--- src/rtl/dcg_pkg.sv ---
package dcg_pkg;

  // Field and datapath widths
  localparam int TIME_W    = 48;
  localparam int AVG_W     = 48;
  localparam int SUM_W     = 48;
  localparam int CNT_W     = 16;
  localparam int BYTE_W    = 24;
  localparam int CYC_W     = 32;
  localparam int CLK_W     = 40;
  localparam int FT_W      = 24;
  localparam int WGT_W     = 17;
  localparam int CFG_W     = 24;

  // Shared multiply-accumulate unit: 48 x 16 per beat into a wide accumulator
  localparam int MUL_A_W   = 48;
  localparam int MUL_B_W   = 16;
  localparam int PROD_W    = MUL_A_W + MUL_B_W;
  localparam int ACC_W     = 128;
  localparam int SH_W      = 3;

  // Shared restoring divider: one quotient bit per cycle
  localparam int DIV_W     = 45;
  localparam int DIV_CNT_W = 6;
  localparam logic [DIV_CNT_W-1:0] DIV_STEPS_CPB = 6'd45;
  localparam logic [DIV_CNT_W-1:0] DIV_STEPS_CLK = 6'd40;

  // cycles * 65536 / (bytes * 8) == cycles * 8192 / bytes
  localparam int CPB_SHIFT = 13;

  localparam logic [CNT_W-1:0] SAMPLE_THRESHOLD = 16'd16;
  localparam logic [FT_W-1:0]  FT_DEFAULT       = 24'd100000;
  localparam logic [FT_W-1:0]  FT_LIMIT         = 24'd10000000;
  localparam logic [WGT_W-1:0] WGT_RESET        = 17'd6554;
  localparam logic [WGT_W-1:0] WGT_ONE          = 17'd65536;

  // 1.2e6 split into two 16-bit digits
  localparam logic [MUL_B_W-1:0] CLK_C_LO = 16'h4F80;
  localparam logic [MUL_B_W-1:0] CLK_C_HI = 16'h0012;

  // Configuration register indexes
  localparam logic CFG_FRAME_TIME = 1'b0;
  localparam logic CFG_EMA_WEIGHT = 1'b1;

  typedef enum logic [1:0] {
    OP_SAMPLE = 2'd0,
    OP_COMMIT = 2'd1,
    OP_START  = 2'd2
  } op_t;

  typedef enum logic [2:0] {
    ST_SAMPLED  = 3'd0,
    ST_ZERO_LEN = 3'd1,
    ST_FEW      = 3'd2,
    ST_REJECTED = 3'd3,
    ST_APPLIED  = 3'd4,
    ST_STARTED  = 3'd5
  } status_t;

  typedef struct packed {
    logic               en;
    logic               clr;
    logic [SH_W-1:0]    sh;
    logic [MUL_A_W-1:0] a;
    logic [MUL_B_W-1:0] b;
  } mac_req_t;

  typedef struct packed {
    logic [TIME_W-1:0]    rem;
    logic [DIV_W-1:0]     num;
    logic [TIME_W-1:0]    den;
    logic [DIV_CNT_W-1:0] steps;
  } div_req_t;

endpackage

--- src/rtl/dcg_mac.sv ---
module dcg_mac (
  input  logic                       clk,
  input  logic                       rst_n,
  input  dcg_pkg::mac_req_t          req,
  output logic                       pend,
  output logic [dcg_pkg::ACC_W-1:0]  acc
);
  import dcg_pkg::*;

  logic [PROD_W-1:0] prod_r, prod_nxt;
  logic [SH_W-1:0]   sh_r;
  logic              clr_r;
  logic              vld_r;
  logic [ACC_W-1:0]  acc_r, acc_nxt;
  logic [ACC_W-1:0]  prod_ext;
  logic [ACC_W-1:0]  prod_sh;
  logic [SH_W+3:0]   shamt;

  // Product stage
  assign prod_nxt = PROD_W'(req.a) * PROD_W'(req.b);

  // Accumulate stage: add the shifted product, or restart from it
  assign shamt    = {sh_r, 4'b0000};
  assign prod_ext = {{(ACC_W-PROD_W){1'b0}}, prod_r};
  assign prod_sh  = prod_ext << shamt;

  always_comb begin
    acc_nxt = acc_r;
    if (vld_r) begin
      acc_nxt = (clr_r ? '0 : acc_r) + prod_sh;
    end
  end

  always_ff @(posedge clk) begin
    if (!rst_n) begin
      vld_r <= 1'b0;
    end else begin
      vld_r <= req.en;
    end
    if (req.en) begin
      prod_r <= prod_nxt;
      sh_r   <= req.sh;
      clr_r  <= req.clr;
    end
    acc_r <= acc_nxt;
  end

  assign pend = vld_r;
  assign acc  = acc_r;

endmodule

--- src/rtl/dcg_div.sv ---
module dcg_div (
  input  logic                      clk,
  input  logic                      rst_n,
  input  logic                      start,
  input  dcg_pkg::div_req_t         req,
  output logic                      busy,
  output logic [dcg_pkg::DIV_W-1:0] quo
);
  import dcg_pkg::*;

  logic [TIME_W-1:0]    rem_r, rem_nxt;
  logic [DIV_W-1:0]     num_r, num_nxt;
  logic [TIME_W-1:0]    den_r;
  logic [DIV_CNT_W-1:0] cnt_r, cnt_nxt;
  logic                 busy_r, busy_nxt;
  logic [TIME_W:0]      rem_sh;
  logic [TIME_W:0]      diff;
  logic                 ge;

  // One restoring step: shift in the next numerator bit, subtract if it fits
  assign rem_sh = {rem_r, num_r[DIV_W-1]};
  assign diff   = rem_sh - {1'b0, den_r};
  assign ge     = (rem_sh >= {1'b0, den_r});

  always_comb begin
    rem_nxt  = rem_r;
    num_nxt  = num_r;
    cnt_nxt  = cnt_r;
    busy_nxt = busy_r;
    if (start) begin
      rem_nxt  = req.rem;
      num_nxt  = req.num;
      cnt_nxt  = req.steps;
      busy_nxt = 1'b1;
    end else if (busy_r) begin
      rem_nxt = ge ? diff[TIME_W-1:0] : rem_sh[TIME_W-1:0];
      num_nxt = {num_r[DIV_W-2:0], ge};
      cnt_nxt = cnt_r - 1'b1;
      if (cnt_r == DIV_CNT_W'(1)) begin
        busy_nxt = 1'b0;
      end
    end
  end

  always_ff @(posedge clk) begin
    if (!rst_n) begin
      busy_r <= 1'b0;
      cnt_r  <= '0;
    end else begin
      busy_r <= busy_nxt;
      cnt_r  <= cnt_nxt;
    end
    rem_r <= rem_nxt;
    num_r <= num_nxt;
    if (start) begin
      den_r <= req.den;
    end
  end

  assign busy = busy_r;
  assign quo  = num_r;

endmodule

--- src/rtl/decode_clock_governor_unit.sv ---
// Decoder clock governor. Sample beats fold each frame's decode cycles per bit
// (Q.16) into an exponential average and add the frame's bits to a window sum;
// commit beats check the window for stalls and return the new decoder clock in
// Hz (saturating at 2^40-1); start beats open a new window. Every beat gives one
// result beat. One item is in flight at a time: in_ready is high only while the
// block is idle, and a finished result waits in an output register. A sample
// runs the shared restoring divider (45 quotient bits for cycles per bit) and,
// when the average is blended, the shared 48x16 multiply-accumulate unit; a
// commit runs the multiply-accumulate unit for the stall test and, when applied,
// for the clock product, then the divider (40 quotient bits) unless the clock
// saturates. Zero-length, too-few-samples, zero-elapsed, start and unused-op
// beats use neither unit. in_ready returns in the cycle the result is
// registered; a result held by out_ready delays that by the length of the stall.
// Configuration writes take effect at once and must be issued while idle.
module decode_clock_governor_unit (
  input  logic                        clk,
  input  logic                        rst_n,
  // configuration
  input  logic                        cfg_we,
  input  logic                        cfg_index,
  input  logic [dcg_pkg::CFG_W-1:0]   cfg_data,
  // input channel
  input  logic                        in_valid,
  output logic                        in_ready,
  input  logic [1:0]                  in_op,
  input  logic [dcg_pkg::BYTE_W-1:0]  in_byte_count,
  input  logic [dcg_pkg::CYC_W-1:0]   in_decode_cycles,
  input  logic [dcg_pkg::TIME_W-1:0]  in_now_us,
  // result channel
  output logic                        out_valid,
  input  logic                        out_ready,
  output logic [2:0]                  out_status,
  output logic [dcg_pkg::CLK_W-1:0]   out_clock_hz
);
  import dcg_pkg::*;

  typedef enum logic [3:0] {
    S_IDLE,
    S_DECODE,
    S_CPB_DIV,
    S_EMA_MUL1,
    S_EMA_WAIT,
    S_WIN_WAIT,
    S_P_MUL,
    S_P_WAIT,
    S_N_MUL,
    S_N_WAIT,
    S_CLK_DIV,
    S_DONE
  } state_t;

  state_t              state_r, state_nxt;
  op_t                 op_r, op_nxt;
  logic [BYTE_W-1:0]   bytes_r, bytes_nxt;
  logic [CYC_W-1:0]    cycles_r, cycles_nxt;
  logic [TIME_W-1:0]   now_r, now_nxt;
  logic [TIME_W-1:0]   elapsed_r, elapsed_nxt;
  logic [FT_W-1:0]     ft_r, ft_nxt;
  logic [WGT_W-1:0]    wgt_r, wgt_nxt;
  logic [AVG_W-1:0]    avg_r, avg_nxt;
  logic [SUM_W-1:0]    sum_r, sum_nxt;
  logic [CNT_W-1:0]    scnt_r, scnt_nxt;
  logic [TIME_W-1:0]   wstart_r, wstart_nxt;
  logic [TIME_W-1:0]   last_r, last_nxt;
  logic [2*AVG_W-1:0]  p_r, p_nxt;
  logic [1:0]          iss_r, iss_nxt;
  status_t             status_r, status_nxt;
  logic [CLK_W-1:0]    clock_r, clock_nxt;
  logic                out_valid_r, out_valid_nxt;
  status_t             out_status_r, out_status_nxt;
  logic [CLK_W-1:0]    out_clock_r, out_clock_nxt;

  mac_req_t            mac_req;
  logic                mac_pend;
  logic [ACC_W-1:0]    acc;
  logic                div_start;
  div_req_t            div_req;
  logic                div_busy;
  logic [DIV_W-1:0]    quo;

  logic                in_accept;
  logic [FT_W-1:0]     ft_eff;
  logic [FT_W+1:0]     m_sum;
  logic [FT_W:0]       m_val;
  logic [SUM_W:0]      sum_add;
  logic [SUM_W-1:0]    sum_sat;
  logic [CNT_W-1:0]    scnt_inc;
  logic [TIME_W+1:0]   e2;
  logic [TIME_W+1:0]   l3;
  logic                win_ok;
  logic                clk_sat;
  logic                ema_direct;
  logic [WGT_W-1:0]    wgt_inv;

  dcg_mac u_mac (
    .clk   (clk),
    .rst_n (rst_n),
    .req   (mac_req),
    .pend  (mac_pend),
    .acc   (acc)
  );

  dcg_div u_div (
    .clk   (clk),
    .rst_n (rst_n),
    .start (div_start),
    .req   (div_req),
    .busy  (div_busy),
    .quo   (quo)
  );

  assign in_ready  = (state_r == S_IDLE);
  assign in_accept = in_valid && in_ready;

  // Frame time with the 10 Hz fallback
  assign ft_eff = ((ft_r == '0) || (ft_r > FT_LIMIT)) ? FT_DEFAULT : ft_r;

  // 2*floor(e/n) < 3*ft  <=>  e < n * floor((3*ft+1)/2)
  assign m_sum = {2'b00, ft_eff} + {1'b0, ft_eff, 1'b0} + (FT_W+2)'(1);
  assign m_val = m_sum[FT_W+1:1];

  // Window sum and sample count, both saturating
  assign sum_add  = {1'b0, sum_r} + {{(SUM_W-BYTE_W-2){1'b0}}, bytes_r, 3'b000};
  assign sum_sat  = sum_add[SUM_W] ? '1 : sum_add[SUM_W-1:0];
  assign scnt_inc = (scnt_r == '1) ? scnt_r : scnt_r + 1'b1;

  // Stall test, product n*M sits in the accumulator
  assign e2     = {1'b0, elapsed_r, 1'b0};
  assign l3     = {2'b00, last_r} + {1'b0, last_r, 1'b0};
  assign win_ok = ({8'b0, acc[39:0]} > elapsed_r) || ((last_r != '0) && (e2 < l3));

  // Quotient would not fit in 40 bits
  assign clk_sat = (acc[ACC_W-1:56] >= {{(ACC_W-56-TIME_W){1'b0}}, elapsed_r});

  assign ema_direct = (avg_r == '0) || wgt_r[WGT_W-1];
  assign wgt_inv    = WGT_ONE - wgt_r;

  // Sequencer and datapath next state
  always_comb begin
    state_nxt      = state_r;
    op_nxt         = op_r;
    bytes_nxt      = bytes_r;
    cycles_nxt     = cycles_r;
    now_nxt        = now_r;
    elapsed_nxt    = elapsed_r;
    ft_nxt         = ft_r;
    wgt_nxt        = wgt_r;
    avg_nxt        = avg_r;
    sum_nxt        = sum_r;
    scnt_nxt       = scnt_r;
    wstart_nxt     = wstart_r;
    last_nxt       = last_r;
    p_nxt          = p_r;
    iss_nxt        = iss_r;
    status_nxt     = status_r;
    clock_nxt      = clock_r;
    out_valid_nxt  = out_valid_r && !out_ready;
    out_status_nxt = out_status_r;
    out_clock_nxt  = out_clock_r;
    mac_req        = '0;
    div_start      = 1'b0;
    div_req        = '0;

    // Configuration writes
    if (cfg_we) begin
      if (cfg_index == CFG_FRAME_TIME) begin
        ft_nxt = cfg_data[FT_W-1:0];
      end else begin
        wgt_nxt = cfg_data[WGT_W-1:0];
      end
    end

    unique case (state_r)
      S_IDLE: begin
        if (in_accept) begin
          op_nxt      = op_t'(in_op);
          bytes_nxt   = in_byte_count;
          cycles_nxt  = in_decode_cycles;
          now_nxt     = in_now_us;
          elapsed_nxt = in_now_us - wstart_r;
          state_nxt   = S_DECODE;
        end
      end

      S_DECODE: begin
        clock_nxt  = '0;
        status_nxt = ST_REJECTED;
        state_nxt  = S_DONE;
        unique case (op_r)
          OP_SAMPLE: begin
            if (bytes_r == '0) begin
              status_nxt = ST_ZERO_LEN;
            end else begin
              div_start     = 1'b1;
              div_req.rem   = '0;
              div_req.num   = {cycles_r, {CPB_SHIFT{1'b0}}};
              div_req.den   = {{(TIME_W-BYTE_W){1'b0}}, bytes_r};
              div_req.steps = DIV_STEPS_CPB;
              state_nxt     = S_CPB_DIV;
            end
          end
          OP_COMMIT: begin
            if (scnt_r < SAMPLE_THRESHOLD) begin
              status_nxt = ST_FEW;
            end else if (elapsed_r == '0) begin
              sum_nxt    = '0;
              scnt_nxt   = '0;
              wstart_nxt = now_r;
            end else begin
              mac_req.en  = 1'b1;
              mac_req.clr = 1'b1;
              mac_req.sh  = '0;
              mac_req.a   = {{(MUL_A_W-FT_W-1){1'b0}}, m_val};
              mac_req.b   = scnt_r;
              state_nxt   = S_WIN_WAIT;
            end
          end
          OP_START: begin
            sum_nxt    = '0;
            scnt_nxt   = '0;
            wstart_nxt = now_r;
            status_nxt = ST_STARTED;
          end
          default: begin
            status_nxt = ST_REJECTED;
          end
        endcase
      end

      // cycles per bit ready: seed, take over, keep, or blend the average
      S_CPB_DIV: begin
        if (!div_busy) begin
          if (ema_direct || (wgt_r == '0)) begin
            if (ema_direct) begin
              avg_nxt = {{(AVG_W-DIV_W){1'b0}}, quo};
            end
            sum_nxt    = sum_sat;
            scnt_nxt   = scnt_inc;
            status_nxt = ST_SAMPLED;
            state_nxt  = S_DONE;
          end else begin
            mac_req.en  = 1'b1;
            mac_req.clr = 1'b1;
            mac_req.sh  = '0;
            mac_req.a   = {{(MUL_A_W-DIV_W){1'b0}}, quo};
            mac_req.b   = wgt_r[MUL_B_W-1:0];
            state_nxt   = S_EMA_MUL1;
          end
        end
      end

      S_EMA_MUL1: begin
        mac_req.en  = 1'b1;
        mac_req.clr = 1'b0;
        mac_req.sh  = '0;
        mac_req.a   = avg_r;
        mac_req.b   = wgt_inv[MUL_B_W-1:0];
        state_nxt   = S_EMA_WAIT;
      end

      S_EMA_WAIT: begin
        if (!mac_pend) begin
          avg_nxt    = acc[AVG_W+15:16];
          sum_nxt    = sum_sat;
          scnt_nxt   = scnt_inc;
          status_nxt = ST_SAMPLED;
          state_nxt  = S_DONE;
        end
      end

      S_WIN_WAIT: begin
        if (!mac_pend) begin
          if (win_ok) begin
            iss_nxt   = '0;
            state_nxt = S_P_MUL;
          end else begin
            sum_nxt    = '0;
            scnt_nxt   = '0;
            wstart_nxt = now_r;
            status_nxt = ST_REJECTED;
            state_nxt  = S_DONE;
          end
        end
      end

      // avg * bit_sum, one 16-bit digit of the sum per beat
      S_P_MUL: begin
        mac_req.en  = 1'b1;
        mac_req.clr = (iss_r == 2'd0);
        mac_req.sh  = {1'b0, iss_r};
        mac_req.a   = avg_r;
        mac_req.b   = sum_r[{iss_r, 4'b0000} +: MUL_B_W];
        iss_nxt     = iss_r + 1'b1;
        if (iss_r == 2'd2) begin
          state_nxt = S_P_WAIT;
        end
      end

      S_P_WAIT: begin
        if (!mac_pend) begin
          p_nxt     = acc[2*AVG_W-1:0];
          iss_nxt   = '0;
          state_nxt = S_N_MUL;
        end
      end

      // product * 1.2e6 as four partial products
      S_N_MUL: begin
        mac_req.en  = 1'b1;
        mac_req.clr = (iss_r == 2'd0);
        unique case (iss_r)
          2'd0: begin
            mac_req.sh = 3'd0;
            mac_req.a  = p_r[AVG_W-1:0];
            mac_req.b  = CLK_C_LO;
          end
          2'd1: begin
            mac_req.sh = 3'd1;
            mac_req.a  = p_r[AVG_W-1:0];
            mac_req.b  = CLK_C_HI;
          end
          2'd2: begin
            mac_req.sh = 3'd3;
            mac_req.a  = p_r[2*AVG_W-1:AVG_W];
            mac_req.b  = CLK_C_LO;
          end
          default: begin
            mac_req.sh = 3'd4;
            mac_req.a  = p_r[2*AVG_W-1:AVG_W];
            mac_req.b  = CLK_C_HI;
          end
        endcase
        iss_nxt = iss_r + 1'b1;
        if (iss_r == 2'd3) begin
          state_nxt = S_N_WAIT;
        end
      end

      // floor(N / (e*65536)) == floor((N >> 16) / e)
      S_N_WAIT: begin
        if (!mac_pend) begin
          if (clk_sat) begin
            clock_nxt  = '1;
            last_nxt   = elapsed_r;
            sum_nxt    = '0;
            scnt_nxt   = '0;
            wstart_nxt = now_r;
            status_nxt = ST_APPLIED;
            state_nxt  = S_DONE;
          end else begin
            div_start     = 1'b1;
            div_req.rem   = acc[103:56];
            div_req.num   = {acc[55:16], {(DIV_W-CLK_W){1'b0}}};
            div_req.den   = elapsed_r;
            div_req.steps = DIV_STEPS_CLK;
            state_nxt     = S_CLK_DIV;
          end
        end
      end

      S_CLK_DIV: begin
        if (!div_busy) begin
          clock_nxt  = quo[CLK_W-1:0];
          last_nxt   = elapsed_r;
          sum_nxt    = '0;
          scnt_nxt   = '0;
          wstart_nxt = now_r;
          status_nxt = ST_APPLIED;
          state_nxt  = S_DONE;
        end
      end

      // hand the result to the output register once it is free
      S_DONE: begin
        if (!out_valid_r || out_ready) begin
          out_valid_nxt  = 1'b1;
          out_status_nxt = status_r;
          out_clock_nxt  = clock_r;
          state_nxt      = S_IDLE;
        end
      end

      default: begin
        state_nxt = S_IDLE;
      end
    endcase
  end

  always_ff @(posedge clk) begin
    if (!rst_n) begin
      state_r     <= S_IDLE;
      ft_r        <= FT_DEFAULT;
      wgt_r       <= WGT_RESET;
      avg_r       <= '0;
      sum_r       <= '0;
      scnt_r      <= '0;
      wstart_r    <= '0;
      last_r      <= '0;
      iss_r       <= '0;
      out_valid_r <= 1'b0;
    end else begin
      state_r      <= state_nxt;
      op_r         <= op_nxt;
      bytes_r      <= bytes_nxt;
      cycles_r     <= cycles_nxt;
      now_r        <= now_nxt;
      elapsed_r    <= elapsed_nxt;
      ft_r         <= ft_nxt;
      wgt_r        <= wgt_nxt;
      avg_r        <= avg_nxt;
      sum_r        <= sum_nxt;
      scnt_r       <= scnt_nxt;
      wstart_r     <= wstart_nxt;
      last_r       <= last_nxt;
      p_r          <= p_nxt;
      iss_r        <= iss_nxt;
      status_r     <= status_nxt;
      clock_r      <= clock_nxt;
      out_valid_r  <= out_valid_nxt;
      out_status_r <= out_status_nxt;
      out_clock_r  <= out_clock_nxt;
    end
  end

  assign out_valid    = out_valid_r;
  assign out_status   = out_status_r;
  assign out_clock_hz = out_clock_r;

`ifndef SYNTHESIS
  // multiplier and divider are never both in use
  a_unit_excl: assert property (@(posedge clk) disable iff (!rst_n)
    !(mac_req.en && div_busy))
    else $error("mac issued while divider busy");

  a_div_start: assert property (@(posedge clk) disable iff (!rst_n)
    div_start |-> (!div_busy && !mac_pend))
    else $error("divider started while a unit is busy");

  a_clk_zero: assert property (@(posedge clk) disable iff (!rst_n)
    (out_valid_r && (out_status_r != ST_APPLIED)) |-> (out_clock_r == '0))
    else $error("clock value on a non-applied result");

  a_out_src: assert property (@(posedge clk) disable iff (!rst_n)
    $rose(out_valid_r) |-> ($past(state_r) == S_DONE))
    else $error("result raised outside the done state");

  a_scnt_step: assert property (@(posedge clk) disable iff (!rst_n)
    !$stable(scnt_r) |-> ((scnt_r == $past(scnt_r) + 16'd1) || (scnt_r == '0)))
    else $error("sample count jumped");
`endif

endmodule
--- config.mk ---
export PLATFORM = sky130hd
export DESIGN_NAME = decode_clock_governor_unit
export DESIGN_NICKNAME = d
export VERILOG_FILES = /design/src/rtl/dcg_pkg.sv /design/src/rtl/dcg_mac.sv /design/src/rtl/dcg_div.sv /design/src/rtl/decode_clock_governor_unit.sv
export SDC_FILE = /design/constraint.sdc
export NUM_CORES = 2
export LEC_CHECK = 0
export ABC_AREA = 0
export BUFFER_PORTS_ARGS = -buffer_cell sky130_fd_sc_hd__buf_2
export CAP_MARGIN = 5
export CORE_UTILIZATION = 30
export CTS_BUF_LIST = sky130_fd_sc_hd__clkbuf_4 sky130_fd_sc_hd__clkbuf_8
export DETAILED_ROUTE_END_ITERATION = 10
export GPL_ROUTABILITY_DRIVEN = 0
export PLACE_DENSITY = 0.58
export SLEW_MARGIN = 20
export SYNTH_ARGS = -nofsm -noshare
export SYNTH_HDL_FRONTEND = slang
export SYNTH_SLANG_ARGS = --single-unit
--- constraint.sdc ---
create_clock -name clk -period 12.7 [get_ports clk]
set_input_delay 1.27 -clock clk [delete_from_list [all_inputs] [get_ports clk]]
set_output_delay 1.27 -clock clk [all_outputs]
set_load 0.01 [all_outputs]
== After elaboration in Yosys (flattened, before gate mapping) ==
Cells that the tools add are included.
Widths: inputs -> output; s select.

* Add/sub/neg operators: 11
* $mul: 1
* $lt $le $gt $ge: 6
* Eq/ne operators: 36
* Shift-type cells: 2
* Mux-type cells: 113
* Bitwise gates (word level): 2
* Reduce and logical (&&, ||, !) cells: 40

{| class="wikitable"
|+ Operator list
! operator !! number
|-
| $mux 48 || 28
|-
| $pmux 48 s2 || 4
|-
| $mux 69 || 5
|-
| $pmux 69 s5 || 1
|-
| $mux 147 || 2
|-
| $pmux 147 s2 || 1
|-
| $pmux 48 s6 || 1
|-
| $pmux 67 s3 || 1
|-
| $mux 99 || 2
|-
| $pmux 48 s4 || 1
|-
| $mux 16 || 11
|-
| $add 128x128->128 || 1
|-
| $mux 128 || 1
|-
| $shl 64x7->128 || 1
|-
| $mux 40 || 3
|-
| $pmux 40 s3 || 1
|-
| $logic_not 48->1 || 2
|-
| $pmux 16 s6 || 1
|-
| $sub 48x48->48 || 2
|-
| $mux 45 || 2
|-
| $ge 72x48->1 || 1
|-
| $mul 48x16->64 || 1
|-
| $mux 4 || 15
|-
| $add 48x49->50 || 1
|-
| 58 further kinds || 122
|}

* Register bits after elaboration: 937
* Input port bits: 136
* Output and inout port bits: 45

== Depth between registers and ports, before layout ==
* Depth after elaboration: 10
* Depth in mapped cells: 46
* Depth with buffers taken out: 40

== Hierarchy ==
Synthesis repeated with hierarchy kept, for this count alone.

* Cell total of the unflattened synthesis: 9667
* Area, all modules: 87292.5 um^2

{| class="wikitable"
|+ Modules (own cells, without submodules)
! module !! instances !! cells each !! area each (um^2)
|-
| dcg_mac || 1 || 4913 || 41736.3
|-
| decode_clock_governor_unit || 1 || 3830 || 36212.2
|-
| dcg_div || 1 || 924 || 9344.0
|}

== Least setup slack after synthesis ==
Ideal clock, no wire load.

* Path kind: register -> register
* Start point: register u_mac.vld_r (netlist: u_mac.pend)
* End point: register p_r[0] (enable)
* Arrival: 11.566 ns
* Path slack: 0.347 ns
* Cell stages (with the launch flop): 4
* Path buffers: 2
* Clock period less this slack: 12.353 ns
* Cell sequence: dfxtp_1 -> clkbuf_1 -> clkbuf_1 -> nor4_1

* Word-level cells in the longest chain between the ends: 2

{| class="wikitable"
|+ Ends and longest elaborated chain
! item !! RTL line !! text
|-
| from (decl) || dcg_mac.sv:13 || <nowiki>logic vld_r;</nowiki>
|-
| from (signal assigned) || dcg_mac.sv:38 || <nowiki>vld_r <= req.en;</nowiki>
|-
| $not 1->1 (no line) || - ||
|-
| $reduce_and 3->1 (no line) || - ||
|-
| to (signal assigned) || decode_clock_governor_unit.sv:415 || <nowiki>p_r <= p_nxt;</nowiki>
|-
| to (decl) || decode_clock_governor_unit.sv:65 || <nowiki>logic [2*AVG_W-1:0] p_r, p_nxt;</nowiki>
|}

No other way between the ends.
A chain may end at the register's enable or synchronous reset.

== Final worst setup path ==
* Start point: register ft_r[3]
* End point: register u_mac.prod_r[62], data pin

* Word-level cells in the longest chain between the ends: 10
* Elaborated cells between the ends (all ways): 11
* Those cells by class: 2 x add/sub; 1 x mul; 1 x order compare; 5 x mux; 2 x reduce/logical

{| class="wikitable"
|+ Ends and longest elaborated chain
! item !! RTL line !! text
|-
| from (decl) || decode_clock_governor_unit.sv:58 || <nowiki>logic [FT_W-1:0] ft_r, ft_nxt;</nowiki>
|-
| from (signal assigned) || decode_clock_governor_unit.sv:408 || <nowiki>ft_r <= ft_nxt;</nowiki>
|-
| $gt 24x24->1 or $logic_not 24->1 (tied branches) || decode_clock_governor_unit.sv:116 || <nowiki>assign ft_eff = ((ft_r == '0) || (ft_r > FT_LIMIT)) ? FT_DEFAULT : ft_r;</nowiki>
|-
| $logic_or 1x1->1 || decode_clock_governor_unit.sv:116 ||
|-
| $mux 24 * || decode_clock_governor_unit.sv:116 ||
|-
| $add 24x25->26 * || decode_clock_governor_unit.sv:119 || <nowiki>assign m_sum = {2'b00, ft_eff} + {1'b0, ft_eff, 1'b0} + (FT_W+2)'(1);</nowiki>
|-
| $add 26x1->26 * || decode_clock_governor_unit.sv:119 ||
|-
| $mux 69 * || decode_clock_governor_unit.sv:205 || <nowiki>end else if (elapsed_r == '0) begin</nowiki>
|-
| $mux 69 * || decode_clock_governor_unit.sv:203 || <nowiki>if (scnt_r < SAMPLE_THRESHOLD) begin</nowiki>
|-
| $mux 69 * || decode_clock_governor_unit.sv:189 || <nowiki>unique case (op_r)</nowiki>
|-
| $pmux 69 s5 * || decode_clock_governor_unit.sv:173 || <nowiki>unique case (state_r)</nowiki>
|-
| $mul 48x16->64 * || dcg_mac.sv:20 || <nowiki>assign prod_nxt = PROD_W'(req.a) * PROD_W'(req.b);</nowiki>
|-
| named net u_mac.prod_nxt[62] || dcg_mac.sv:10 || <nowiki>logic [PROD_W-1:0] prod_r, prod_nxt;</nowiki>
|-
| to (signal assigned) || dcg_mac.sv:41 || <nowiki>prod_r <= prod_nxt;</nowiki>
|-
| to (decl) || dcg_mac.sv:10 ||
|}

Mark *: on every way through the listed nets, which the timed path passes. The rest lies on a longest branch.

==> results by group <==
Layout
  • Final Cell Area: 92,880 um^2
  • Fin cells: roughly 13,000
  • Final Util: 33.50%
  • Number of nets in the layout: 10,564
  • Layout cells sized above 1: under 10%
  • Layout area overhead: 10.73%

Synthesis
  • Syn_area_per_cell: around 9.2 um^2
  • Main flop type after synthesis: edfxtp_1
  • Commonest cells in the netlist: nand2_1, inv_1, edfxtp_1
  • Top cell type's share of synthesized area: about a quarter
  • Synthesized area: between 80,000 and 90,000 um^2
  • Post-synthesis xor/xnor area fraction: ~3.8%
  • Largest cells by area after synthesis: edfxtp_1, fa_1, ha_1, dfxtp_1, nand2_1
  • Synth Area in Compound Gates: 15.94%
  • Post-synthesis adder-cell area fraction: roughly a quarter
  • Count leader, synth: nand2_1
  • Syn Inst Count: around 9,000
  • Net count after synthesis: approximately 11,000
  • Mux cell area share after synthesis: under 10%
  • Post-synthesis simple-gate area fraction: about 16%
  • Synthesized flop and latch total: 935
  • Ys async rst share: 0%
  • Largest family of logic cells by synthesized area: adder cells
  • Leading area contributor after synthesis: edfxtp_1
  • Register area share after synthesis: a little under a third
  • Post-synth EDFFs: around 670
  • Synth cell types: 94
  • Ys Warns: 0

Run
  • Max Cap Viol: 0

Drt
  • Post-DR vias/cell: around 5.5
  • Vias: a little over 70,000
  • DR DRC count: 0
  • Antenna viol nets, final: 0
  • Routed WL: about 300,000 um
  • Iteration count of the initial detailed-routing pass: 8
  • Initial DRC Count: between 7,000 and 8,000
  • Wire per inst: between 20 and 25 um

STA
  • Final Cycle Share: between 90% and 100%
  • Slew HR: 20.37%
  • Max-slew violations: 0
  • Setup violations, final: 0
  • Clock skew: around 73 ps
  • Worst Tran Pin Value: roughly 1200 ps
  • RSZ-0062 raised after global routing: no
  • Final hold violations: 0
  • Setup total negative slack: 0 ps
  • Fin crit period: 12,140 ps
  • Fmax: roughly 0.08 GHz

Power and ir drop
  • Pwr dens: roughly 200 nW/um^2
  • Leakage Power: just under 40 nW
  • Tot Pwr: between 15 and 20 mW
  • Peak VDD IR: approximately 0.00017 V

Die
  • I/O pin count: around 180
  • Core box area: 277,200 um^2
  • Die Span X: approximately 530 um
  • Rows: approximately 190
  • Die height: about 530 um
  • Initial Utilization: between 30% and 40%
  • Die area: approximately 280,000 um^2

Placement
  • Area post-placement: between 80,000 and 90,000 um^2
  • DP HPWL: between 200,000 and 250,000 um
  • Placed cell count: around 13,000
  • PortBufs: 180

Worst setup path
  • Worst path required time: roughly 13,000 ps
  • Setup crit start kind: flop
  • Slowest Stage Delay on Critical Path: between 600 and 700 ps
  • CP most frequent cell: fa_1
  • Critical Path Fanout Max: 19
  • Critical Path AT: 12,790 ps
  • Critical Path Sink Type: flop
  • Critical path class: reg -> reg
  • Slowest cell on crit path: mux2i_2

Clock network
  • Clock latency on the worst-skew pair: a little under 1000 ps
  • CTS tree: yes
  • Clk buf depth: 3
  • Clock sink count: 935
  • Root Buffer: clkbuf_8
  • CTS Hold Buffers Added: 0
  • Post-cts sizing count: 0
  • H-tree Lvls: 4
  • # Post-CTS Setup Buffers: 0
  • Clock-pin transition on the worst setup and hold timing paths: approximately 70 ps
  • CTS Buf Count: around 180

Global route
  • First-pass GRT wire length: about 450,000 um
  • Total Routing Usage GR: between 20% and 30%
  • Number of global-route vias before repair: 70,466
  • Grt ovf: 0
  • Initial antenna violation count: 28
  • Largest net degree at the start of global routing: slightly below 100

Run status
  • Status: finished clean

Min path
  • Hold Path Class: reg -> reg
## registers in the layout, indices dropped and copies added (netlist names), 48 cells and up
register      cells
u_div.rem_r      48
now_r            48
avg_r            48
wstart_r         48
u_mac.prod_r     64
last_r           48
p_r              96
u_mac.acc       128
elapsed_r        48
u_div.den_r      48
## metrics by stage
step,hold slack (ps),setup WS [ps]
2_1_floorplan,400.3,347.3
3_3_place_gp,403.3,832.1
3_5_place_dp,404.5,699.1
4_1_cts,406.0,571.8
5_1_grt,404.5,123.2
6_report,408.7,565.0
## power by group
| part | internal [mW] | switching (mW) | leakage [nW] |
|---|---|---|---|
| Clock | 1.87 | 1.51 | 2.07 |
| Sequential | 4.39 | 0.981 | 8.33 |
| Combinational | 3.39 | 6.74 | 29.0 |
| Total | 9.64 | 9.23 | 39.5 |
## layer usage
layer / vias to the layer above / routed length, um / track usage (%)
li1: 31745 / - / -
met1: 35190 / 121700 / 27.16
met2: 3620 / 132300 / 32.78
met3: 774 / 29550 / 5.010
met4: 14 / 17900 / 11.06
met5: - / 95 / 0
## cell type report
cell class / instances / area [um^2]
Inverter: 962 / 3616
Clock buffer: 235 / 2984
Tap cell: 3705 / 4636
Timing Repair Buffer: 313 / 1899
Sequential cell: 935 / 25460
Clock inverter: 93 / 987.2
Antenna cell: 10 / 25.02
Multi-Input combinational cell: 6777 / 53270
Fill cell: 28671 / 184300
## final timing paths
check                              from                    endpoint  slack, ps  cells past startpoint
setup / recovery   ft_r[3]$_SDFFE_PN0P_  u_mac.prod_r[62]$_DFFE_PP_        560                     40
hold / removal    status_r[2]$_DFFE_PP_     out_status[2]$_DFFE_PP_        410                      0
setup reg to reg   ft_r[3]$_SDFFE_PN0P_  u_mac.prod_r[62]$_DFFE_PP_        560                     40
hold reg to reg   status_r[2]$_DFFE_PP_     out_status[2]$_DFFE_PP_        410                      0
## layout by cell type, fill, tap and decap left out, types with 195 or more instances in the layout
cell type,synthesis,routed
a21o_1,237,237
a21oi_1,559,558
and2_1,213,213
clkbuf_8,0,195
dfxtp_1,262,261
edfxtp_1,673,673
fa_1,647,647
ha_1,617,617
inv_1,960,958
mux2i_1,212,211
nand2_1,1202,1202
nor2_1,572,566
o21ai_0,382,376
xnor2_1,205,205
## worst max-delay path, delay by kind of cell, from the launching register on
family,cells,cell delay [ps]
flip-flops,1,410
XOR/XNOR,1,100
AND/OR/NAND/NOR,9,2310
adder cells (fa/ha/maj),8,3850
AO/OA/AOI/OAI,15,3610
buffers and inverters,5,430
multiplexers,2,1080
## cells by family (layout without fill, tap and decap cells)
| logic type | after synthesis | after routing |
|---|---|---|
| AOI/OAI and AO/OA | 2039 | 2039 |
| xor gates and xnor gates | 362 | 362 |
| adders and majority gates | 1265 | 1265 |
| buffers and inverters | 1412 | 1603 |
| DFF | 935 | 935 |
| muxes | 230 | 230 |
| other | 0 | 10 |
| and+or+nand+nor | 2881 | 2881 |
Power figures use the tool's default switching activity.
